$ cat config.mk
export PLATFORM = sky130hd
export DESIGN_NAME = heading_hold_pid_flat
export DESIGN_NICKNAME = d
export VERILOG_FILES = /design/src/design/hhp_pkg.sv /design/src/design/hhp_in_if.sv /design/src/design/hhp_out_if.sv /design/src/design/hhp_err_state.sv /design/src/design/heading_hold_pid.sv /design/src/flat_wrapper.sv
export SDC_FILE = /design/constraint.sdc
export NUM_CORES = 2
export LEC_CHECK = 0
export ABC_CLOCK_PERIOD_IN_PS = 8600
export BUFFER_PORTS_ARGS = -buffer_cell sky130_fd_sc_hd__buf_2
export CAP_MARGIN = 25
export CORE_MARGIN = 5
export CORE_UTILIZATION = 45
export DETAILED_ROUTE_END_ITERATION = 16
export GPL_TIMING_DRIVEN = 0
export SLEW_MARGIN = 20
export SYNTH_ARGS = -nofsm -noshare
export SYNTH_HDL_FRONTEND = slang
export SYNTH_SLANG_ARGS = --single-unit
$ cat constraint.sdc
create_clock -name clk_i -period 8.6 [get_ports clk_i]
set_input_delay 1.29 -clock clk_i [delete_from_list [all_inputs] [get_ports clk_i]]
set_output_delay 1.29 -clock clk_i [all_outputs]
set_load 0.02 [all_outputs]
$ cat src/design/hhp_pkg.sv
// ----------------------------------------------------------------------------
// Heading hold PID package
// Widths, fixed-point constants, register indexes and the struct shared by
// the heading hold controller.
// ----------------------------------------------------------------------------
package hhp_pkg;

  // Field widths.
  localparam int unsigned HEAD_W    = 13;
  localparam int unsigned ERR_W     = 14;
  localparam int unsigned WRAP_W    = 15;
  localparam int unsigned INTEG_W   = 24;
  localparam int unsigned DERIV_W   = 15;
  localparam int unsigned GAIN_W    = 16;
  localparam int unsigned CMD_W     = 16;
  localparam int unsigned CFG_IDX_W = 2;

  // Product and sum widths (gains enter as signed with a zero sign bit).
  localparam int unsigned PROD_P_W = GAIN_W + 1 + ERR_W;
  localparam int unsigned PROD_I_W = GAIN_W + 1 + INTEG_W;
  localparam int unsigned PROD_D_W = GAIN_W + 1 + DERIV_W;
  localparam int unsigned SUM_W    = 42;
  localparam int unsigned FRAC_W   = 12;
  localparam int unsigned QUOT_W   = SUM_W + 1 - FRAC_W;

  // Angles in 1/16 degree.
  localparam logic signed [WRAP_W-1:0] HALF_TURN     = 15'sd2880;
  localparam logic signed [WRAP_W-1:0] NEG_HALF_TURN = -15'sd2880;
  localparam logic signed [WRAP_W-1:0] FULL_TURN     = 15'sd5760;

  // Integral saturation limits, one bit wider than the integral.
  localparam logic signed [INTEG_W:0] INTEG_MAX = 25'sd8388607;
  localparam logic signed [INTEG_W:0] INTEG_MIN = -25'sd8388608;

  // Rounding constant: one half in Q.12.
  localparam logic [SUM_W:0] ROUND_HALF = 43'd2048;

  // Output saturation limits on the rounded magnitude.
  localparam logic [QUOT_W-1:0] MAG_POS_MAX = 31'd32767;
  localparam logic [QUOT_W-1:0] MAG_NEG_MAX = 31'd32768;
  localparam logic signed [CMD_W-1:0] CMD_MAX = 16'sh7FFF;
  localparam logic signed [CMD_W-1:0] CMD_MIN = 16'sh8000;

  // Gain reset values, unsigned Q4.12.
  localparam logic [GAIN_W-1:0] GAIN_P_RESET = 16'd4096;
  localparam logic [GAIN_W-1:0] GAIN_I_RESET = 16'd61;
  localparam logic [GAIN_W-1:0] GAIN_D_RESET = 16'd819;

  // Configuration register indexes.
  localparam logic [CFG_IDX_W-1:0] REG_GAIN_P = 2'd0;
  localparam logic [CFG_IDX_W-1:0] REG_GAIN_I = 2'd1;
  localparam logic [CFG_IDX_W-1:0] REG_GAIN_D = 2'd2;

  // Error terms of one tick, handed from the error stage to the multipliers.
  typedef struct packed {
    logic                      hold;
    logic signed [ERR_W-1:0]   err;
    logic signed [INTEG_W-1:0] integ;
    logic signed [DERIV_W-1:0] deriv;
  } err_word_t;

endpackage

$ cat src/design/hhp_in_if.sv
// ----------------------------------------------------------------------------
// Heading hold input channel
// Valid/ready channel carrying one measured heading word per control tick.
// ----------------------------------------------------------------------------
interface hhp_in_if
  import hhp_pkg::*;
();
  logic                     valid;
  logic                     ready;
  logic signed [HEAD_W-1:0] measured_heading;
  logic                     rotation_commanded;

  modport source (output valid, measured_heading, rotation_commanded, input ready);
  modport sink   (input valid, measured_heading, rotation_commanded, output ready);
endinterface

$ cat src/design/hhp_out_if.sv
// ----------------------------------------------------------------------------
// Heading hold output channel
// Valid/ready channel carrying one yaw rate command word per control tick.
// ----------------------------------------------------------------------------
interface hhp_out_if
  import hhp_pkg::*;
();
  logic                    valid;
  logic                    ready;
  logic signed [CMD_W-1:0] yaw_rate_command;
  logic                    hold_active;

  modport source (output valid, yaw_rate_command, hold_active, input ready);
  modport sink   (input valid, yaw_rate_command, hold_active, output ready);
endinterface

$ cat src/design/hhp_err_state.sv
// ----------------------------------------------------------------------------
// Heading hold error stage
// Holds the setpoint, integral and last error, and forms the wrapped error,
// saturated integral and derivative of each accepted word.
// ----------------------------------------------------------------------------
module hhp_err_state
  import hhp_pkg::*;
(
  input  logic                     clk_i,
  input  logic                     rst_ni,
  input  logic                     accept_i,
  input  logic signed [HEAD_W-1:0] meas_i,
  input  logic                     rot_i,
  output err_word_t                word_o
);

  logic signed [HEAD_W-1:0]  setpoint_q, setpoint_d;
  logic                      captured_q, captured_d;
  logic signed [INTEG_W-1:0] integ_q, integ_d;
  logic signed [ERR_W-1:0]   prev_q, prev_d;

  logic signed [HEAD_W-1:0]  sp;
  logic signed [WRAP_W-1:0]  raw;
  logic signed [WRAP_W-1:0]  wrapped;
  logic signed [ERR_W-1:0]   err;
  logic signed [INTEG_W:0]   integ_sum;
  logic signed [INTEG_W-1:0] integ_sat;
  logic signed [DERIV_W-1:0] deriv;

  // Error against the held setpoint, or against itself on the capture tick.
  always_comb begin
    sp  = captured_q ? setpoint_q : meas_i;
    raw = WRAP_W'(sp) - WRAP_W'(meas_i);
    if (raw > HALF_TURN) begin
      wrapped = raw - FULL_TURN;
    end else if (raw < NEG_HALF_TURN) begin
      wrapped = raw + FULL_TURN;
    end else begin
      wrapped = raw;
    end
    err = wrapped[ERR_W-1:0];
  end

  // Saturating integral and first difference.
  always_comb begin
    integ_sum = (INTEG_W+1)'(integ_q) + (INTEG_W+1)'(err);
    if (integ_sum > INTEG_MAX) begin
      integ_sat = INTEG_MAX[INTEG_W-1:0];
    end else if (integ_sum < INTEG_MIN) begin
      integ_sat = INTEG_MIN[INTEG_W-1:0];
    end else begin
      integ_sat = integ_sum[INTEG_W-1:0];
    end
    deriv = DERIV_W'(err) - DERIV_W'(prev_q);
  end

  // State update: a rotation tick clears the loop, a hold tick advances it.
  always_comb begin
    setpoint_d = setpoint_q;
    captured_d = captured_q;
    integ_d    = integ_q;
    prev_d     = prev_q;
    if (accept_i) begin
      if (rot_i) begin
        captured_d = 1'b0;
        integ_d    = '0;
        prev_d     = '0;
      end else begin
        setpoint_d = sp;
        captured_d = 1'b1;
        integ_d    = integ_sat;
        prev_d     = err;
      end
    end
  end

  always_ff @(posedge clk_i or negedge rst_ni) begin
    if (!rst_ni) begin
      setpoint_q <= '0;
      captured_q <= 1'b0;
      integ_q    <= '0;
      prev_q     <= '0;
    end else begin
      setpoint_q <= setpoint_d;
      captured_q <= captured_d;
      integ_q    <= integ_d;
      prev_q     <= prev_d;
    end
  end

  // Terms for the multipliers; all zero on a rotation tick.
  always_comb begin
    word_o.hold  = !rot_i;
    word_o.err   = rot_i ? '0 : err;
    word_o.integ = rot_i ? '0 : integ_sat;
    word_o.deriv = rot_i ? '0 : deriv;
  end

endmodule

$ cat src/design/heading_hold_pid.sv
// ----------------------------------------------------------------------------
// Heading hold PID controller
// Wrapped heading error, saturating integral and derivative, scaled by Q4.12
// gains; the negated, rounded and saturated sum is the yaw rate command.
// ----------------------------------------------------------------------------
// Path: an accepted input word passes four registers (error terms,
// products, sum, rounded output) on its way to the command word, the first
// of them loaded at the accepting edge.
// Throughput: one word per cycle; each stage advances whenever the stage
// after it is empty or moving, so a stalled output only blocks once full.
// Reset: clears setpoint, capture flag, integral, last error and all stage
// valid bits; the gains return to 1.0, about 0.015 and about 0.2.
module heading_hold_pid
  import hhp_pkg::*;
(
  input  logic                 clk_i,
  input  logic                 rst_ni,
  hhp_in_if.sink               in_i,
  hhp_out_if.source            out_o,
  input  logic                 cfg_we_i,
  input  logic [CFG_IDX_W-1:0] cfg_idx_i,
  input  logic [GAIN_W-1:0]    cfg_wdata_i
);

  logic [GAIN_W-1:0] gain_p_q, gain_i_q, gain_d_q;

  // Gain registers.
  always_ff @(posedge clk_i or negedge rst_ni) begin
    if (!rst_ni) begin
      gain_p_q <= GAIN_P_RESET;
      gain_i_q <= GAIN_I_RESET;
      gain_d_q <= GAIN_D_RESET;
    end else if (cfg_we_i) begin
      unique case (cfg_idx_i)
        REG_GAIN_P: gain_p_q <= cfg_wdata_i;
        REG_GAIN_I: gain_i_q <= cfg_wdata_i;
        REG_GAIN_D: gain_d_q <= cfg_wdata_i;
        default: ;
      endcase
    end
  end

  // Pipeline handshake.
  logic s1_v_q, s2_v_q, s3_v_q, s4_v_q;
  logic s1_rdy, s2_rdy, s3_rdy, s4_rdy;
  logic in_acc;

  assign s4_rdy     = !s4_v_q || out_o.ready;
  assign s3_rdy     = !s3_v_q || s4_rdy;
  assign s2_rdy     = !s2_v_q || s3_rdy;
  assign s1_rdy     = !s1_v_q || s2_rdy;
  assign in_i.ready = s1_rdy;
  assign in_acc     = in_i.valid && s1_rdy;

  always_ff @(posedge clk_i or negedge rst_ni) begin
    if (!rst_ni) begin
      s1_v_q <= 1'b0;
      s2_v_q <= 1'b0;
      s3_v_q <= 1'b0;
      s4_v_q <= 1'b0;
    end else begin
      if (s1_rdy) s1_v_q <= in_i.valid;
      if (s2_rdy) s2_v_q <= s1_v_q;
      if (s3_rdy) s3_v_q <= s2_v_q;
      if (s4_rdy) s4_v_q <= s3_v_q;
    end
  end

  // Stage 1: error terms and loop state.
  err_word_t s1_d, s1_q;

  hhp_err_state u_err_state (
    .clk_i    (clk_i),
    .rst_ni   (rst_ni),
    .accept_i (in_acc),
    .meas_i   (in_i.measured_heading),
    .rot_i    (in_i.rotation_commanded),
    .word_o   (s1_d)
  );

  always_ff @(posedge clk_i) begin
    if (in_acc) s1_q <= s1_d;
  end

  // Stage 2: three gain products.
  logic signed [PROD_P_W-1:0] prod_p_q;
  logic signed [PROD_I_W-1:0] prod_i_q;
  logic signed [PROD_D_W-1:0] prod_d_q;
  logic                       s2_hold_q;

  always_ff @(posedge clk_i) begin
    if (s2_rdy && s1_v_q) begin
      prod_p_q  <= $signed({1'b0, gain_p_q}) * s1_q.err;
      prod_i_q  <= $signed({1'b0, gain_i_q}) * s1_q.integ;
      prod_d_q  <= $signed({1'b0, gain_d_q}) * s1_q.deriv;
      s2_hold_q <= s1_q.hold;
    end
  end

  // Stage 3: PID sum in Q.12.
  logic signed [SUM_W-1:0] sum_q;
  logic                    s3_hold_q;

  always_ff @(posedge clk_i) begin
    if (s3_rdy && s2_v_q) begin
      sum_q     <= SUM_W'(prod_p_q) + SUM_W'(prod_i_q) + SUM_W'(prod_d_q);
      s3_hold_q <= s2_hold_q;
    end
  end

  // Stage 4: round half away from zero, negate and saturate.
  logic              neg;
  logic [SUM_W-1:0]  mag;
  logic [SUM_W:0]    rnd;
  logic [QUOT_W-1:0] quot;
  logic [CMD_W-1:0]  cmd_d;
  logic [CMD_W-1:0]  cmd_q;
  logic              s4_hold_q;

  always_comb begin
    neg  = sum_q[SUM_W-1];
    mag  = neg ? SUM_W'(-sum_q) : SUM_W'(sum_q);
    rnd  = {1'b0, mag} + ROUND_HALF;
    quot = rnd[SUM_W:FRAC_W];
    if (!s3_hold_q) begin
      cmd_d = '0;
    end else if (neg) begin
      // Negative sum gives a positive command.
      cmd_d = (quot > MAG_POS_MAX) ? CMD_MAX : quot[CMD_W-1:0];
    end else begin
      cmd_d = (quot > MAG_NEG_MAX) ? CMD_MIN : CMD_W'(16'd0 - quot[CMD_W-1:0]);
    end
  end

  always_ff @(posedge clk_i) begin
    if (s4_rdy && s3_v_q) begin
      cmd_q     <= cmd_d;
      s4_hold_q <= s3_hold_q;
    end
  end

  assign out_o.valid            = s4_v_q;
  assign out_o.yaw_rate_command = cmd_q;
  assign out_o.hold_active      = s4_hold_q;

endmodule

$ cat src/flat_wrapper.sv
// flat-port wrapper written by rule: the top's interface ports become plain ports
module heading_hold_pid_flat import hhp_pkg::*;
  (clk_i, rst_ni, cfg_we_i, cfg_idx_i, cfg_wdata_i, in_i_valid, in_i_measured_heading, in_i_rotation_commanded, in_i_ready, out_o_valid, out_o_yaw_rate_command, out_o_hold_active, out_o_ready);
  hhp_in_if in_i_i ();
  hhp_out_if out_o_i ();
  input  logic clk_i;
  input  logic rst_ni;
  input  logic cfg_we_i;
  input  logic [CFG_IDX_W-1:0] cfg_idx_i;
  input  logic [GAIN_W-1:0] cfg_wdata_i;
  input wire logic [$bits(in_i_i.valid)-1:0] in_i_valid;
  input wire logic [$bits(in_i_i.measured_heading)-1:0] in_i_measured_heading;
  input wire logic [$bits(in_i_i.rotation_commanded)-1:0] in_i_rotation_commanded;
  output wire logic [$bits(in_i_i.ready)-1:0] in_i_ready;
  output wire logic [$bits(out_o_i.valid)-1:0] out_o_valid;
  output wire logic [$bits(out_o_i.yaw_rate_command)-1:0] out_o_yaw_rate_command;
  output wire logic [$bits(out_o_i.hold_active)-1:0] out_o_hold_active;
  input wire logic [$bits(out_o_i.ready)-1:0] out_o_ready;
  assign in_i_i.valid = in_i_valid;
  assign in_i_i.measured_heading = in_i_measured_heading;
  assign in_i_i.rotation_commanded = in_i_rotation_commanded;
  assign in_i_ready = in_i_i.ready;
  assign out_o_valid = out_o_i.valid;
  assign out_o_yaw_rate_command = out_o_i.yaw_rate_command;
  assign out_o_hold_active = out_o_i.hold_active;
  assign out_o_i.ready = out_o_ready;
  heading_hold_pid u_core (.clk_i(clk_i), .rst_ni(rst_ni), .in_i(in_i_i), .out_o(out_o_i), .cfg_we_i(cfg_we_i), .cfg_idx_i(cfg_idx_i), .cfg_wdata_i(cfg_wdata_i));
endmodule
======== Yosys cells after proc, flatten, opt, wreduce, memory -nomap -nowiden ========
Cells that the tools add are included.
word-level totals
  bits in registers ....................... 323
  output and inout bits ................... 19
cells by class
  add/subtract/negate cells ............... 10
  $mul .................................... 3
  order comparisons ....................... 6
  eq/ne operators ......................... 2
  mux-type cells .......................... 12
  bitwise gates (word level) .............. 1
  reductions and logical operators ........ 18
operators with widths
  operator                  count
  $mux W24                  3
  $mux W16                  3
  $add A42 B12 Y43 const B  1
  $add A31 B41 Y42          1
  $add A42 B32 Y42          1
  $mux W14                  3
  $mux W42                  1
  $neg A42 Y42              1
  $mul A17 B24 Y41          1
  $mul A17 B15 Y32          1
  $gt A31 B15 Y1 const B    1
  $gt A31 B16 Y1 const B    1
  $mul A17 B14 Y31          1
  $add A24 B14 Y25          1
  $gt A25 B24 Y1 const B    1
  $lt A25 B24 Y1 const B    1
  $sub A1 B16 Y16 const A   1
  $sub A14 B14 Y15          1
  $add A14 B14 Y14 const B  1
  $gt A14 B13 Y1 const B    1
  $lt A14 B13 Y1 const B    1
  $sub A13 B13 Y14          1
  $sub A14 B14 Y14 const B  1
  $mux W13                  1
  9 further kinds           22

======== Depth between registers and ports, before layout ========
  depth in word-level cells ............... 10
  gate-level depth with buffers ........... 31

======== Cells and area by module ========
Synthesis repeated with hierarchy kept, for this count alone.
unflattened totals
  cell total of the unflattened synthesis .. 5064
  area total of the unflattened synthesis .. 48921.9 µm²
by module, submodules not included
  module            instances  cells an instance  area each (µm²)
  heading_hold_pid  1          4397               43391.6
  hhp_err_state     1          667                5530.3

======== Least setup slack after synthesis ========
Ideal clock, no wire load.
  path kind ............................... input port to flip-flop
  from .................................... in in_i_measured_heading[0]
  to ...................................... reg u_core.u_err_state.integ_q[17]
  library setup time ...................... 103 ps
  arrival ................................. 7242 ps
  data required time ...................... 8497 ps
  setup slack ............................. 1255 ps
  cell stages on the path ................. 28
  path buffers ............................ 3
  path through ............................ mux2i_1 -> ha_1 -> inv_1 -> fa_1 -> a21o_1 -> a21oi_1 -> o21bai_1 -> a31o_2 -> a211oi_1 -> xor2_1 -> o31a_1 -> o21a_1 -> clkbuf_1 -> a21boi_0 -> xnor2_1 -> ha_1 -> and2_1 -> nand3_1 -> or3b_2 -> a21oi_1 -> o31a_1 -> o2111ai_1 -> and4_1 -> a211oi_1 -> clkbuf_1 -> clkbuf_1 -> nand2_1 -> a31oi_1
between the ends
  word-level cells in the longest chain between the ends .. 10
  elaborated cells on any way between the ends .. 14
ends and longest elaborated chain
  item                                                line                                      text
  from (decl)                                         flat_wrapper.sv:12                        input wire logic [$bits(in_i_i.measured_heading)-1:0] in_i_measured_heading;
  $mux W13                                            hhp_err_state.sv:32                       sp = captured_q ? setpoint_q : meas_i;
  $sub A13 B13 Y14 *                                  hhp_err_state.sv:33                       raw = WRAP_W'(sp) - WRAP_W'(meas_i);
  $add A14 B14 Y14 or $lt A14 B13 Y1 (tied branches)  hhp_err_state.sv:37, hhp_err_state.sv:36
  $mux W14                                            hhp_err_state.sv:36                       end else if (raw < NEG_HALF_TURN) begin
  $mux W14 *                                          hhp_err_state.sv:34                       if (raw > HALF_TURN) begin
  $add A24 B14 Y25 *                                  hhp_err_state.sv:46                       integ_sum = (INTEG_W+1)'(integ_q) + (INTEG_W+1)'(err);
  $lt A25 B24 Y1                                      hhp_err_state.sv:49                       end else if (integ_sum < INTEG_MIN) begin
  $mux W24                                            hhp_err_state.sv:49
  $mux W24 *                                          hhp_err_state.sv:47                       if (integ_sum > INTEG_MAX) begin
  $mux W24 *                                          hhp_err_state.sv:64                       if (rot_i) begin
  to (signal assigned)                                hhp_err_state.sv:86                       integ_q <= integ_d;
  to (decl)                                           hhp_err_state.sv:19                       logic signed [INTEG_W-1:0] integ_q, integ_d;
Mark *: on every way between the ends. The rest lies on a longest branch, timed or not.
A chain may end at the register's enable or synchronous reset.

======== Worst setup path after layout ========
  from .................................... reg u_core.gain_d_q[1]
  to ...................................... reg u_core.prod_d_q[24], data pin
between the ends
  word-level cells in the longest chain between the ends .. 1
ends and longest elaborated chain
  item                    line                    text
  from (decl)             heading_hold_pid.sv:25  logic [GAIN_W-1:0] gain_p_q, gain_i_q, gain_d_q;
  from (signal assigned)  heading_hold_pid.sv:37  REG_GAIN_D: gain_d_q <= cfg_wdata_i;
  $mul A17 B15 Y32        heading_hold_pid.sv:95  prod_d_q <= $signed({1'b0, gain_d_q}) * s1_q.deriv;
  to (signal assigned)    heading_hold_pid.sv:95
  to (decl)               heading_hold_pid.sv:88  logic signed [PROD_D_W-1:0] prod_d_q;
No other way between the ends.

==> summary.md <==
| Metric | Value |
|---|---|
| Fillers | 10323 |
| Most common cell in the netlist | inv_1 |
| Skew final | 0.0238 ns |
| Met3 Track Usage GR | 0.0416 |
| Measured slew at the worst slew-check pin | 1.03 ns |
| Clock sink count | 323 |
| List of most frequent post-synthesis cells | 885 x inv_1, 769 x fa_1, 707 x nand2_1 |
| Post-Place Setup Slack | -0.663 ns |
| Initial antenna violation count | 20 |
| Die height | 339 um |
| CP Data Required Time | 8.87 ns |
| Final Hold Viols | 0 |
| Clock Root Buffer | clkbuf_16 |
| Register area share after synthesis | 0.189 |
| Drt wl/cell | 19.4 um |
| Area contributors post-synth | fa_1 32%, edfxtp_1 14%, ha_1 11%, inv_1 6.8%, nand2_1 5.5% |
| Global routing's busiest layer | met2 |
| Status | complete, no violations |
| Nets@finish | 6436 |
| Full die area | 0.115 mm^2 |
| Via density | 5.39 |
| Max Slew Vio Count | 0 |
| Part of the cycle the worst path needs | 0.952 |
| Starting Density | 0.454 |
| Mapped Area | 0.0486 mm^2 |
| Reg clk slew, reported paths | 0.06 ns |
| GR Util All Layers | 0.225 |
| # DRC | 0 |
| Routed vias | 35817 |
| Final worst slack | 0.411 ns |
| CTS buffer count | 43 |
| Crit-path slowest cell | xnor2_1 |
| Clock Path Buffers | 3 |
| Worst stage delay on the critical path | 0.72 ns |
| Ys async rst share | 0.322 |
| Distinct cells, synth | 98 |
| Area leader, netlist | fa_1 |
| Crit path max-delay family | adder cells |
| Largest net degree at the start of global routing | 59 |
| Mean Syn Cell Area | 9.53 um^2 |
| Met1 Use GR | 0.320 |
| CTS tree | built |
| Synth Flop Type | edfxtp_1 |
| Critical Path Most Common Cell | fa_1 |
| Clock Latency Late Sink | 0.61 ns |
| Crit path launch type | flip-flop |
| Rows | 120 |
| IO Count | 56 |
| Gate Count Post-Synth | 5100 |
| Gpl congestion | 0.919 |
| First-pass GRT wire length | 204000 um |
| Port Buffers | 55 |
| Width of the chip | 339 um |
| CP Class | reg2reg |
| Final number of setup-violating endpoints | 0 |
| Setup TNS | 0 ns |
| Max-cap violations | 0 |
| Vias in the first global route | 35944 |
| Fraction of layout cells with a size suffix above 1 | 0.0535 |
| HP Class | reg2reg |
| Final min period | 8.19 ns |
| RSZ-0062 raised after global routing | false |
| Worst EP arrival | 8.46 ns |
| Post-detail-place hpwl | 108000 um |
| Fmax | 122 MHz |
| Top cell type's share of synthesized area | 0.317 |
| GRT overflow | 0 |
| Critical-path cell list | clkbuf_1 -> nand2_1 -> fa_1 -> fa_1 -> inv_1 -> fa_1 -> inv_1 -> fa_1 -> fa_1 -> inv_1 -> fa_1 -> ha_1 -> nand3_1 -> nor4_1 -> nor2_1 -> a2111oi_0 -> and3b_1 -> nor2_1 -> a21o_1 -> a21oi_1 -> xnor2_1 |
| Met2 Use GR | 0.354 |
| YS warnings | 0 |
| Post-synth net total | 6332 |
| Initial drt markers | 2650 |
| FF+latch count, synth | 323 |
| Crit end category | flip-flop |
| Antenna-violating nets left | 0 |
| CP Max Fanout | 10 |
| Rel. slew slack | 0.295 |
| Area grow syn2layout | 7.62% |
| Post-Route WL | 129000 um |
| EDFF count, synth | 219 |
| Critical path buffers and inverters | 4 |
| CORE AREA | 0.107 mm^2 |
| H-tree depth | 2 |
| First-pass DRT Iterations | 8 |
state kept, by name, summed over array words and instances (netlist names):
register	count
u_core.u_err_state.captured_q	1
u_core.out_o.yaw_rate_command	16
u_core.out_o.hold_active	1
u_core.s1_q	54
u_core.prod_p_q	31
u_core.gain_d_q	16
u_core.s2_v_q	1
u_core.s3_hold_q	1
u_core.gain_p_q	16
u_core.u_err_state.prev_q	14
u_core.sum_q	42
u_core.u_err_state.integ_q	24
u_core.gain_i_q	16
u_core.s2_hold_q	1
u_core.prod_i_q	41
u_core.out_o.valid	1
u_core.prod_d_q	32
u_core.s3_v_q	1
u_core.u_err_state.setpoint_q	13
u_core.s1_v_q	1
layer usage:
layer,vias up,share of wire
li1,16591,-
met1,18056,0.45
met2,987,0.45
met3,179,0.069
met4,4,0.031
met5,-,0.00018
layout by cell type, fill, tap and decap left out, types with 24 or more instances in the layout:
cell and instances:
ha_1 426, nand2b_1 55, and3_1 32, xnor2_1 146
buf_2 58, dfrtp_1 92, inv_1 885, clkbuf_16 44
nand3_1 59, xor2_1 53, o21ai_0 102, and2_1 342
fa_1 769, nor2b_1 25, a31oi_1 46, a21oi_1 152
nor2_1 190, edfxtp_1 219, a21o_1 64, nand2_1 707
nor3_1 73, nand4_1 24, clkbuf_1 171, mux2_2 61
stage by stage:
stage / cells / hold slack [ns] / util / instance area (um^2)
after floorplan: 5100 / 0.400 / - / 48600
after global routing: 6640 / 0.436 / 0.488 / 52300
final: 6644 / 0.419 / 0.488 / 52300
after CTS: 6641 / 0.419 / 0.488 / 52300
after global placement: 6558 / 0.404 / 0.473 / 50700
after detailed placement: 6563 / 0.405 / 0.474 / 50800
worst reg2reg max path, cell delays in order, from the launching register on:
cell,delay [ns]
dfstp_2,0.64
clkbuf_1,0.49
nand2_1,0.16
fa_1,0.51
fa_1,0.55
inv_1,0.06
fa_1,0.55
inv_1,0.06
fa_1,0.50
fa_1,0.55
inv_1,0.06
fa_1,0.47
ha_1,0.39
nand3_1,0.10
nor4_1,0.45
nor2_1,0.19
a2111oi_0,0.67
and3b_1,0.29
nor2_1,0.24
a21o_1,0.15
a21oi_1,0.07
xnor2_1,0.72
final timing paths:
check,start,end,slack (ns),cells past startpoint
hold reg to reg,u_core.s2_hold_q,u_core.s3_hold_q,0.42,0
setup reg to reg,u_core.gain_d_q[1],u_core.prod_d_q[24],0.41,21
setup / recovery,u_core.gain_d_q[1],u_core.prod_d_q[24],0.41,21
max in group asynchronous,rst_ni,u_core.gain_d_q[5],7.18,2
min in group asynchronous,rst_ni,u_core.s3_v_q,0.62,1
hold / removal,u_core.s2_hold_q,u_core.s3_hold_q,0.42,0
kinds of logic (layout without fill, tap and decap cells):
kind of cell / count (synthesis) / after routing / synth area share
xor+xnor: 203 / 203 / 0.0366
buf+inv: 1069 / 1206 / 0.0826
compound gates: 601 / 601 / 0.0828
simple gates: 1631 / 1631 / 0.165
flops: 323 / 323 / 0.189
fa+ha+maj: 1195 / 1195 / 0.426
other cells: 0 / 4 / 0
mux: 78 / 78 / 0.0176
what timing repair did:
action,CTS,global route
hold buffers,0,0
pin swaps,0,1
resized for setup,3,13
setup endpoints to repair,25,46
buffers inserted,0,1
layout make-up:
type,instances,area [um^2],share of cell area
Antenna cell,4,10.0,0.000191
Buffer,181,692,0.0132
Clock buffer,51,1130,0.0216
Clock inverter,27,329,0.00629
Inverter,886,3330,0.0636
Multi-Input combinational cell,3708,35500,0.678
Sequential cell,323,9190,0.176
Tap cell,1403,1760,0.0335
Timing Repair Buffer,61,395,0.00756
Power is not shown: default switching activity piles up to over one toggle a cycle in this logic, so the estimate is an artifact.
